==> src/design/ihex_pkg.sv <==
// Shared types, constants and helpers for the Intel HEX record encoder.
package ihex_pkg;

   localparam int POS_W = 5;
   localparam logic [POS_W-1:0] HDR_BYTES = 5'd4;
   localparam logic [POS_W-1:0] ULA_CSUM_POS = 5'd6;
   localparam logic [POS_W-1:0] EOF_CSUM_POS = 5'd4;

   localparam logic [7:0] ULA_BYTE_COUNT = 8'h02;
   localparam logic [7:0] REC_TYPE_DATA = 8'h00;
   localparam logic [7:0] REC_TYPE_EOF = 8'h01;
   localparam logic [7:0] REC_TYPE_ULA = 8'h04;

   localparam logic ACTION_APPEND = 1'b0;
   localparam logic ACTION_CLOSE = 1'b1;

   typedef enum logic [2:0] {
      ST_IDLE,
      ST_SETUP,
      ST_ULA,
      ST_DATA,
      ST_EOF
   } enc_state_type;

   typedef struct packed {
      logic       action;
      logic [7:0] data_byte;
   } req_type;

   typedef struct packed {
      logic [6:0] hex_high_char;
      logic [6:0] hex_low_char;
      logic       line_start;
      logic       line_end;
      logic       last;
   } rsp_type;

   typedef struct packed {
      logic [7:0] byte_val;
      logic       line_start;
      logic       line_end;
      logic       last;
   } emit_type;

   function automatic logic [6:0] hex_char(input logic [3:0] nib);
      logic [6:0] res;
      if (nib < 4'd10) begin
         res = 7'h30 + {3'b000, nib};
      end else begin
         res = 7'h37 + {3'b000, nib};
      end
      return res;
   endfunction

endpackage

==> src/design/ihex_char_out.sv <==
// Output register stage that turns record bytes into ASCII hex characters.
module ihex_char_out
   import ihex_pkg::*;
(
   input  logic     clock,
   input  logic     reset,
   input  logic     load,
   input  emit_type emit,
   output logic     load_ready,
   output logic     rsp_valid,
   input  logic     rsp_stall,
   output rsp_type  rsp_data
);

   logic    valid_ff;
   rsp_type data_ff;

   assign load_ready = !valid_ff || !rsp_stall;

   always_ff @(posedge clock) begin
      if (reset) begin
         valid_ff <= 1'b0;
      end else if (load && load_ready) begin
         valid_ff <= 1'b1;
      end else if (!rsp_stall) begin
         valid_ff <= 1'b0;
      end
   end

   always_ff @(posedge clock) begin
      if (load && load_ready) begin
         data_ff.hex_high_char <= hex_char(emit.byte_val[7:4]);
         data_ff.hex_low_char <= hex_char(emit.byte_val[3:0]);
         data_ff.line_start <= emit.line_start;
         data_ff.line_end <= emit.line_end;
         data_ff.last <= emit.last;
      end
   end

   assign rsp_valid = valid_ff;
   assign rsp_data = data_ff;

endmodule

==> src/design/intel_hex_record_encoder_core.sv <==
// Top level of the Intel HEX record encoder with a record buffer memory and byte sequencer.
//
// Each request appends one data byte or closes the stream. An append that does not complete a
// record is accepted without a stall and produces nothing. An append that completes a record of
// RECORD_BYTES bytes keeps the request side stalled while an extended linear address record
// (when one is needed) and the data record are emitted; a close adds the flush of a partial
// record (if any) and the end-of-file record. The sequencer emits one record byte per cycle
// while the output stage is not stalled, reading each stored data byte from the record buffer
// memory into a read register ahead of its turn, so the byte rate of the output stage sets the
// throughput. The base address register may be written only while no request is in progress.
module intel_hex_record_encoder_core
   import ihex_pkg::*;
#(
   parameter int RECORD_BYTES = 16
) (
   input  logic        clock,
   input  logic        reset,
   input  logic        req_valid,
   output logic        req_stall,
   input  req_type     req_data,
   output logic        rsp_valid,
   input  logic        rsp_stall,
   output rsp_type     rsp_data,
   input  logic        csr_valid,
   output logic        csr_ready,
   input  logic [31:0] csr_data
);

   localparam int CNT_W = $clog2(RECORD_BYTES + 1);
   localparam int IDX_W = (RECORD_BYTES > 1) ? $clog2(RECORD_BYTES) : 1;

   enc_state_type    state_ff, state_in;
   logic [POS_W-1:0] pos_ff, pos_in;
   logic [7:0]       sum_ff, sum_in;
   logic [CNT_W-1:0] fill_ff, fill_in;
   logic [CNT_W-1:0] cnt_ff, cnt_in;
   logic [31:0]      rec_pos_ff, rec_pos_in;
   logic [31:0]      addr_ff, addr_in;
   logic [15:0]      upper_ff, upper_in;
   logic             upper_sent_ff, upper_sent_in;
   logic             close_ff, close_in;
   logic [31:0]      base_ff;

   logic [7:0]       rec_mem [RECORD_BYTES];
   logic [7:0]       rd_data_ff;
   logic             rd_en;
   logic [IDX_W-1:0] rd_idx;
   logic [POS_W-1:0] pos_next;
   logic [POS_W-1:0] data_end;

   logic             req_fire;
   logic             wr_en;
   logic             emit_valid;
   logic             out_ready;
   logic             adv;
   emit_type         emit;

   assign csr_ready = 1'b1;
   assign req_stall = (state_ff != ST_IDLE);
   assign req_fire = req_valid && !req_stall;
   assign wr_en = req_fire && (req_data.action == ACTION_APPEND);
   assign emit_valid = (state_ff == ST_ULA) || (state_ff == ST_DATA) || (state_ff == ST_EOF);
   assign adv = emit_valid && out_ready;
   assign pos_next = pos_ff + 5'd1;
   assign data_end = HDR_BYTES + POS_W'(cnt_ff);
   assign rd_en = adv && (state_ff == ST_DATA) && (pos_next >= HDR_BYTES)
                  && (pos_next < data_end);
   assign rd_idx = IDX_W'(pos_next - HDR_BYTES);

   always_ff @(posedge clock) begin
      if (wr_en) begin
         rec_mem[fill_ff[IDX_W-1:0]] <= req_data.data_byte;
      end
      if (rd_en) begin
         rd_data_ff <= rec_mem[rd_idx];
      end
   end

   always_ff @(posedge clock) begin
      if (reset) begin
         base_ff <= '0;
      end else if (csr_valid && csr_ready) begin
         base_ff <= csr_data;
      end
   end

   always_ff @(posedge clock) begin
      if (reset) begin
         state_ff <= ST_IDLE;
         pos_ff <= '0;
         sum_ff <= '0;
         fill_ff <= '0;
         cnt_ff <= '0;
         rec_pos_ff <= '0;
         addr_ff <= '0;
         upper_ff <= '0;
         upper_sent_ff <= 1'b0;
         close_ff <= 1'b0;
      end else begin
         state_ff <= state_in;
         pos_ff <= pos_in;
         sum_ff <= sum_in;
         fill_ff <= fill_in;
         cnt_ff <= cnt_in;
         rec_pos_ff <= rec_pos_in;
         addr_ff <= addr_in;
         upper_ff <= upper_in;
         upper_sent_ff <= upper_sent_in;
         close_ff <= close_in;
      end
   end

   always_comb begin
      state_in = state_ff;
      pos_in = pos_ff;
      sum_in = sum_ff;
      fill_in = fill_ff;
      cnt_in = cnt_ff;
      rec_pos_in = rec_pos_ff;
      addr_in = addr_ff;
      upper_in = upper_ff;
      upper_sent_in = upper_sent_ff;
      close_in = close_ff;
      emit = '0;

      case (state_ff)
         ST_IDLE: begin
            if (req_fire) begin
               addr_in = base_ff + rec_pos_ff;
               pos_in = '0;
               if (req_data.action == ACTION_APPEND) begin
                  close_in = 1'b0;
                  if (fill_ff == CNT_W'(RECORD_BYTES - 1)) begin
                     cnt_in = CNT_W'(RECORD_BYTES);
                     fill_in = '0;
                     rec_pos_in = rec_pos_ff + 32'(RECORD_BYTES);
                     state_in = ST_SETUP;
                  end else begin
                     fill_in = fill_ff + CNT_W'(1);
                  end
               end else begin
                  close_in = 1'b1;
                  cnt_in = fill_ff;
                  fill_in = '0;
                  rec_pos_in = '0;
                  state_in = (fill_ff == '0) ? ST_EOF : ST_SETUP;
               end
            end
         end
         ST_SETUP: begin
            if (!upper_sent_ff || (addr_ff[31:16] != upper_ff)) begin
               upper_in = addr_ff[31:16];
               upper_sent_in = 1'b1;
               state_in = ST_ULA;
            end else begin
               state_in = ST_DATA;
            end
         end
         ST_ULA: begin
            emit.line_start = (pos_ff == '0);
            emit.line_end = (pos_ff == ULA_CSUM_POS);
            case (pos_ff)
               5'd0: emit.byte_val = ULA_BYTE_COUNT;
               5'd1: emit.byte_val = 8'h00;
               5'd2: emit.byte_val = 8'h00;
               5'd3: emit.byte_val = REC_TYPE_ULA;
               5'd4: emit.byte_val = upper_ff[15:8];
               5'd5: emit.byte_val = upper_ff[7:0];
               default: emit.byte_val = 8'h00 - sum_ff;
            endcase
            if (adv) begin
               if (pos_ff == ULA_CSUM_POS) begin
                  pos_in = '0;
                  state_in = ST_DATA;
               end else begin
                  pos_in = pos_next;
               end
            end
         end
         ST_DATA: begin
            emit.line_start = (pos_ff == '0);
            emit.line_end = (pos_ff == data_end);
            emit.last = (pos_ff == data_end) && !close_ff;
            if (pos_ff == '0) begin
               emit.byte_val = 8'(cnt_ff);
            end else if (pos_ff == 5'd1) begin
               emit.byte_val = addr_ff[15:8];
            end else if (pos_ff == 5'd2) begin
               emit.byte_val = addr_ff[7:0];
            end else if (pos_ff == 5'd3) begin
               emit.byte_val = REC_TYPE_DATA;
            end else if (pos_ff == data_end) begin
               emit.byte_val = 8'h00 - sum_ff;
            end else begin
               emit.byte_val = rd_data_ff;
            end
            if (adv) begin
               if (pos_ff == data_end) begin
                  pos_in = '0;
                  state_in = close_ff ? ST_EOF : ST_IDLE;
               end else begin
                  pos_in = pos_next;
               end
            end
         end
         ST_EOF: begin
            emit.line_start = (pos_ff == '0);
            emit.line_end = (pos_ff == EOF_CSUM_POS);
            emit.last = (pos_ff == EOF_CSUM_POS);
            if (pos_ff == 5'd3) begin
               emit.byte_val = REC_TYPE_EOF;
            end else if (pos_ff == EOF_CSUM_POS) begin
               emit.byte_val = 8'h00 - sum_ff;
            end else begin
               emit.byte_val = 8'h00;
            end
            if (adv) begin
               if (pos_ff == EOF_CSUM_POS) begin
                  pos_in = '0;
                  upper_in = '0;
                  upper_sent_in = 1'b0;
                  close_in = 1'b0;
                  state_in = ST_IDLE;
               end else begin
                  pos_in = pos_next;
               end
            end
         end
         default: begin
            state_in = ST_IDLE;
         end
      endcase

      if (adv) begin
         sum_in = (pos_ff == '0) ? emit.byte_val : sum_ff + emit.byte_val;
      end
   end

   ihex_char_out u_char_out (
      .clock      (clock),
      .reset      (reset),
      .load       (emit_valid),
      .emit       (emit),
      .load_ready (out_ready),
      .rsp_valid  (rsp_valid),
      .rsp_stall  (rsp_stall),
      .rsp_data   (rsp_data)
   );

   a_append_partial: assert property (@(posedge clock) disable iff (reset)
      (req_fire && (req_data.action == ACTION_APPEND)
         && (fill_ff != CNT_W'(RECORD_BYTES - 1)))
      |=> (fill_ff == $past(fill_ff) + CNT_W'(1)) && (state_ff == ST_IDLE))
      else $error("partial append did not just store the byte");

   a_last_ends_line: assert property (@(posedge clock) disable iff (reset)
      rsp_valid && rsp_data.last |-> rsp_data.line_end)
      else $error("final result is not a checksum byte");

   a_data_pos_bound: assert property (@(posedge clock) disable iff (reset)
      (state_ff == ST_DATA) |-> (pos_ff <= data_end))
      else $error("data record position ran past the checksum");

   a_close_clears: assert property (@(posedge clock) disable iff (reset)
      (state_ff == ST_EOF) && adv && (pos_ff == EOF_CSUM_POS)
      |=> !upper_sent_ff && (state_ff == ST_IDLE) && (fill_ff == '0) && (rec_pos_ff == '0))
      else $error("close did not clear the stream state");

endmodule
==> config.mk <==
export PLATFORM = sky130hd
export DESIGN_NAME = intel_hex_record_encoder_core
export DESIGN_NICKNAME = d
export VERILOG_FILES = /design/src/design/ihex_pkg.sv /design/src/design/ihex_char_out.sv /design/src/design/intel_hex_record_encoder_core.sv
export SDC_FILE = /design/constraint.sdc
export NUM_CORES = 1
export LEC_CHECK = 0
export BUFFER_PORTS_ARGS = -buffer_cell sky130_fd_sc_hd__buf_2
export CAP_MARGIN = 20
export CORE_ASPECT_RATIO = 0.5
export CORE_MARGIN = 5
export CORE_UTILIZATION = 62
export CTS_CLUSTER_SIZE = 40
export DETAILED_ROUTE_END_ITERATION = 7
export PLACE_DENSITY = 0.8
export SLEW_MARGIN = 20
export SYNTH_ARGS = -nofsm -noshare
export SYNTH_HDL_FRONTEND = slang
export SYNTH_SLANG_ARGS = --single-unit
==> constraint.sdc <==
create_clock -name clock -period 5.5 [get_ports clock]
set_clock_uncertainty 0.05 [all_clocks]
set_input_delay 1.1 -clock clock [delete_from_list [all_inputs] [get_ports clock]]
set_output_delay 1.1 -clock clock [all_outputs]
set_load 0.005 [all_outputs]
==> impl_metrics.yaml <==
sta:
  rsz0062_at_grt: "no"
  slew_violations: 0
  finalCriticalPeriod_ns: 4.34
  hold_ws_ns: 0.413
  hold_viol: 0
  fmax_mhz: 230
  worstMarginPinSlew_ns: 1.07
  maxSlewHeadroom_pct: 28.9
  fin_setup_tns_ns: 0
  period_share_pct: 79.0
  setup_viol: 0
worst_setup_path:
  endpoint_kind: "register"
  critPathMaxStageDelay_ns: 0.52
  ff2ff_path_depth: 15
  cp-start-kind: "register"
  path_max_fanout: 10
  cp_num_buf_inv: 0
  cp.arrival_ns: 4.72
  critPathSlowestCell: "o221ai_1"
  cp_cell_sequence: "ha_1 -> xor2_1 -> nor4_4 -> nand2_2 -> mux2i_1 -> o22a_1 -> o221ai_1 -> ha_1 -> o21ai_0 -> nor2_1 -> or2_2 -> or4_4 -> a41oi_2 -> o21bai_2 -> nand3_2"
  crit_cells: 15
  path_common_cell: "ha_1"
  required_ns: 5.88
  worst-setup-path-type: "register to register"
  path_delay_family: "simple AND/OR/NAND/NOR gates"
routing:
  viasPerCell: 6.19
  drtIter0Drc: 983
  dr.pass1.iters: 5
  ant_nets: 0
  drt-total-wl_mm: 32.4
  drcViolationCount: 0
  vias: 9903
  wl_per_cell_um: 20.3
cells_and_area:
  num-nets-final: 1383
  most-common-layout-cells: "153 x edfxtp_1, 136 x dfxtp_1, 132 x nor2_1, 105 x nand2_1, 92 x a21oi_1"
  layout_commonest_cell: "edfxtp_1"
  post-route-util_pct: 69.9
  final_layout_size_suffix_gt1_share_pct: 13.7
  regArea_um2: 7340
  post-route-cell-area_um2: 15300
  synthToLayoutAreaGrowth_pct: 9.90
  n_antenna_cell: 0
  multi_input_area_um2: 6220
  nFillCells: 1605
pwr:
  p_total_mw: 5.34
  peakVddDrop_mv: 0.269
  pwr_density_cell_nw_per_um2: 349
  leakage_nw: 5.57
floorplan:
  num_io_pins: 66
  dieWidth_um: 222
  row_count: 38
  die_area_um2: 25700
  initial_core_util_pct: 63.6
  core_um2: 21900
  die_y_um: 116
synth:
  synth_top_cell_by_area: "edfxtp_1"
  synth_cells: 1244
  yosysWarnings: 0
  synthesis.nets: 1343
  avgSynthCellArea_um2: 11.2
  synth_edf_count: 153
  synth-seq-cells: 290
  synthDistinctLibCells: 77
  ys_seq_area_share_pct: 52.8
  synth_ff_type: "edfxtp_1"
  synthTopCellsByArea: "edfxtp_1 33%, dfxtp_1 20%, mux4_2 6.5%"
  synth_top_area_share_pct: 33.0
  synthArstFlopShare_pct: 0
  netlist_area_um2: 13900
place:
  placed_area_um2: 14400
  place_congestion: 0.925
  dp_hpwl_mm: 22.5
  portBuffers: 64
global_route:
  antenna_found_initial: 1
  grt_start_max_net_pins: 77
  grt_pass1_vias: 9616
  grtUsageTotal_pct: 25.5
  grt_overflow: 0
  grt_pass1_wl_mm: 52.2
clock_tree:
  htree_levels: 1
  root_buffer: "clkbuf_16"
  cts.sinks: 290
  cts_buffers: 24
  cts_hold_buf: 0
  clock_path_buffers: 3
  cts_setup_buffers: 0
  cts.repair.resized: 0
  clk_latency_ns: 0.54
  tritoncts: "built"
  clkSlewWorstSetupHoldPaths_ns: 0.07
status:
  status: "finished, final reports clean"
min_path:
  hold_depth: 2
  hold_path.class: "register to register"
job:
  cap_violations: 0
cells by family (layout without fill, tap and decap cells):
family | count (synthesis) | in the layout | share of synthesized area [%]
other | 1 | 1 | 0.0270
and+or+nand+nor | 405 | 405 | 14.3
adders and majority gates | 53 | 53 | 4.82
muxes | 79 | 79 | 9.30
xor gates and xnor gates | 79 | 79 | 4.98
AOI/OAI and AO/OA | 247 | 247 | 11.2
DFF | 290 | 290 | 52.8
buffers and inverters | 90 | 147 | 2.58
flip-flops by register name, indices dropped and copies added, names as in the netlist, 5 cells and up:
name and cells:
base_ff 32, rec_mem 128, sum_ff 8, cnt_ff 5
pos_ff 5, upper_ff 16, fill_ff 5, rd_data_ff 8
rec_pos_ff 28, addr_ff 32, u_char_out.rsp_data 17
worst reg2reg max path: stages (launching register included):
cell	delay, ns
dfxtp_1	0.44
ha_1	0.29
xor2_1	0.18
nor4_4	0.29
nand2_2	0.23
mux2i_1	0.17
o22a_1	0.21
o221ai_1	0.52
ha_1	0.40
o21ai_0	0.19
nor2_1	0.08
or2_2	0.30
or4_4	0.45
a41oi_2	0.22
o21bai_2	0.15
nand3_2	0.06
final timing paths:
| path | from | endpoint | slack, ns |
|---|---|---|---|
| worst max-delay path | cnt_ff[2]$_SDFFE_PP0P_ | sum_ff[7]$_SDFFE_PP0P_ | 1.16 |
| worst min-delay path | base_ff[2]$_SDFFE_PP0P_ | addr_ff[2]$_SDFFE_PP0P_ | 0.41 |
| worst max register to register | cnt_ff[2]$_SDFFE_PP0P_ | sum_ff[7]$_SDFFE_PP0P_ | 1.16 |
| worst min register to register | base_ff[2]$_SDFFE_PP0P_ | addr_ff[2]$_SDFFE_PP0P_ | 0.41 |
where the power goes:
group	leakage, nW	switching, mW	internal, mW
Combinational	2.68	0.636	0.359
Sequential	2.49	0.108	2.42
Clock	0.401	0.779	1.03
through the flow:
stage	std cells	worst slack, ns
2_1_floorplan	1244	0.986
3_3_place_gp	1558	1.28
3_5_place_dp	1558	1.03
4_1_cts	1601	1.04
5_1_grt	1601	0.803
6_report	1601	1.16
synthesized netlist by cell type (all sizes together) (29+ instances only):
| library cell | instances |
|---|---|
| clkbuf | 47 |
| o21ai | 43 |
| mux4 | 40 |
| a21oi | 92 |
| edfxtp | 153 |
| ha | 52 |
| nand2 | 106 |
| mux2i | 38 |
| xnor2 | 50 |
| xor2 | 29 |
| dfxtp | 137 |
| nor2 | 137 |
area by class of cell:
cell class,instances,share of cell area [%]
inverters,28,0.688
flip-flops and latches,290,48.0
clock inverters,13,1.12
repair buffers,76,2.70
well taps,300,2.46
clock buffers,30,4.28
multi-input cells,864,40.7
per-layer routing:
layer | global-route usage, % | part of all wire [%] | up-vias
li1 | - | - | 4656
met4 | 6.20 | 2.4 | 0
met5 | 0 | 0 | -
met2 | 43.0 | 48 | 353
met1 | 34.8 | 43 | 4832
met3 | 4.96 | 6.8 | 62
Note: power is estimated with default switching activity, not from simulation.
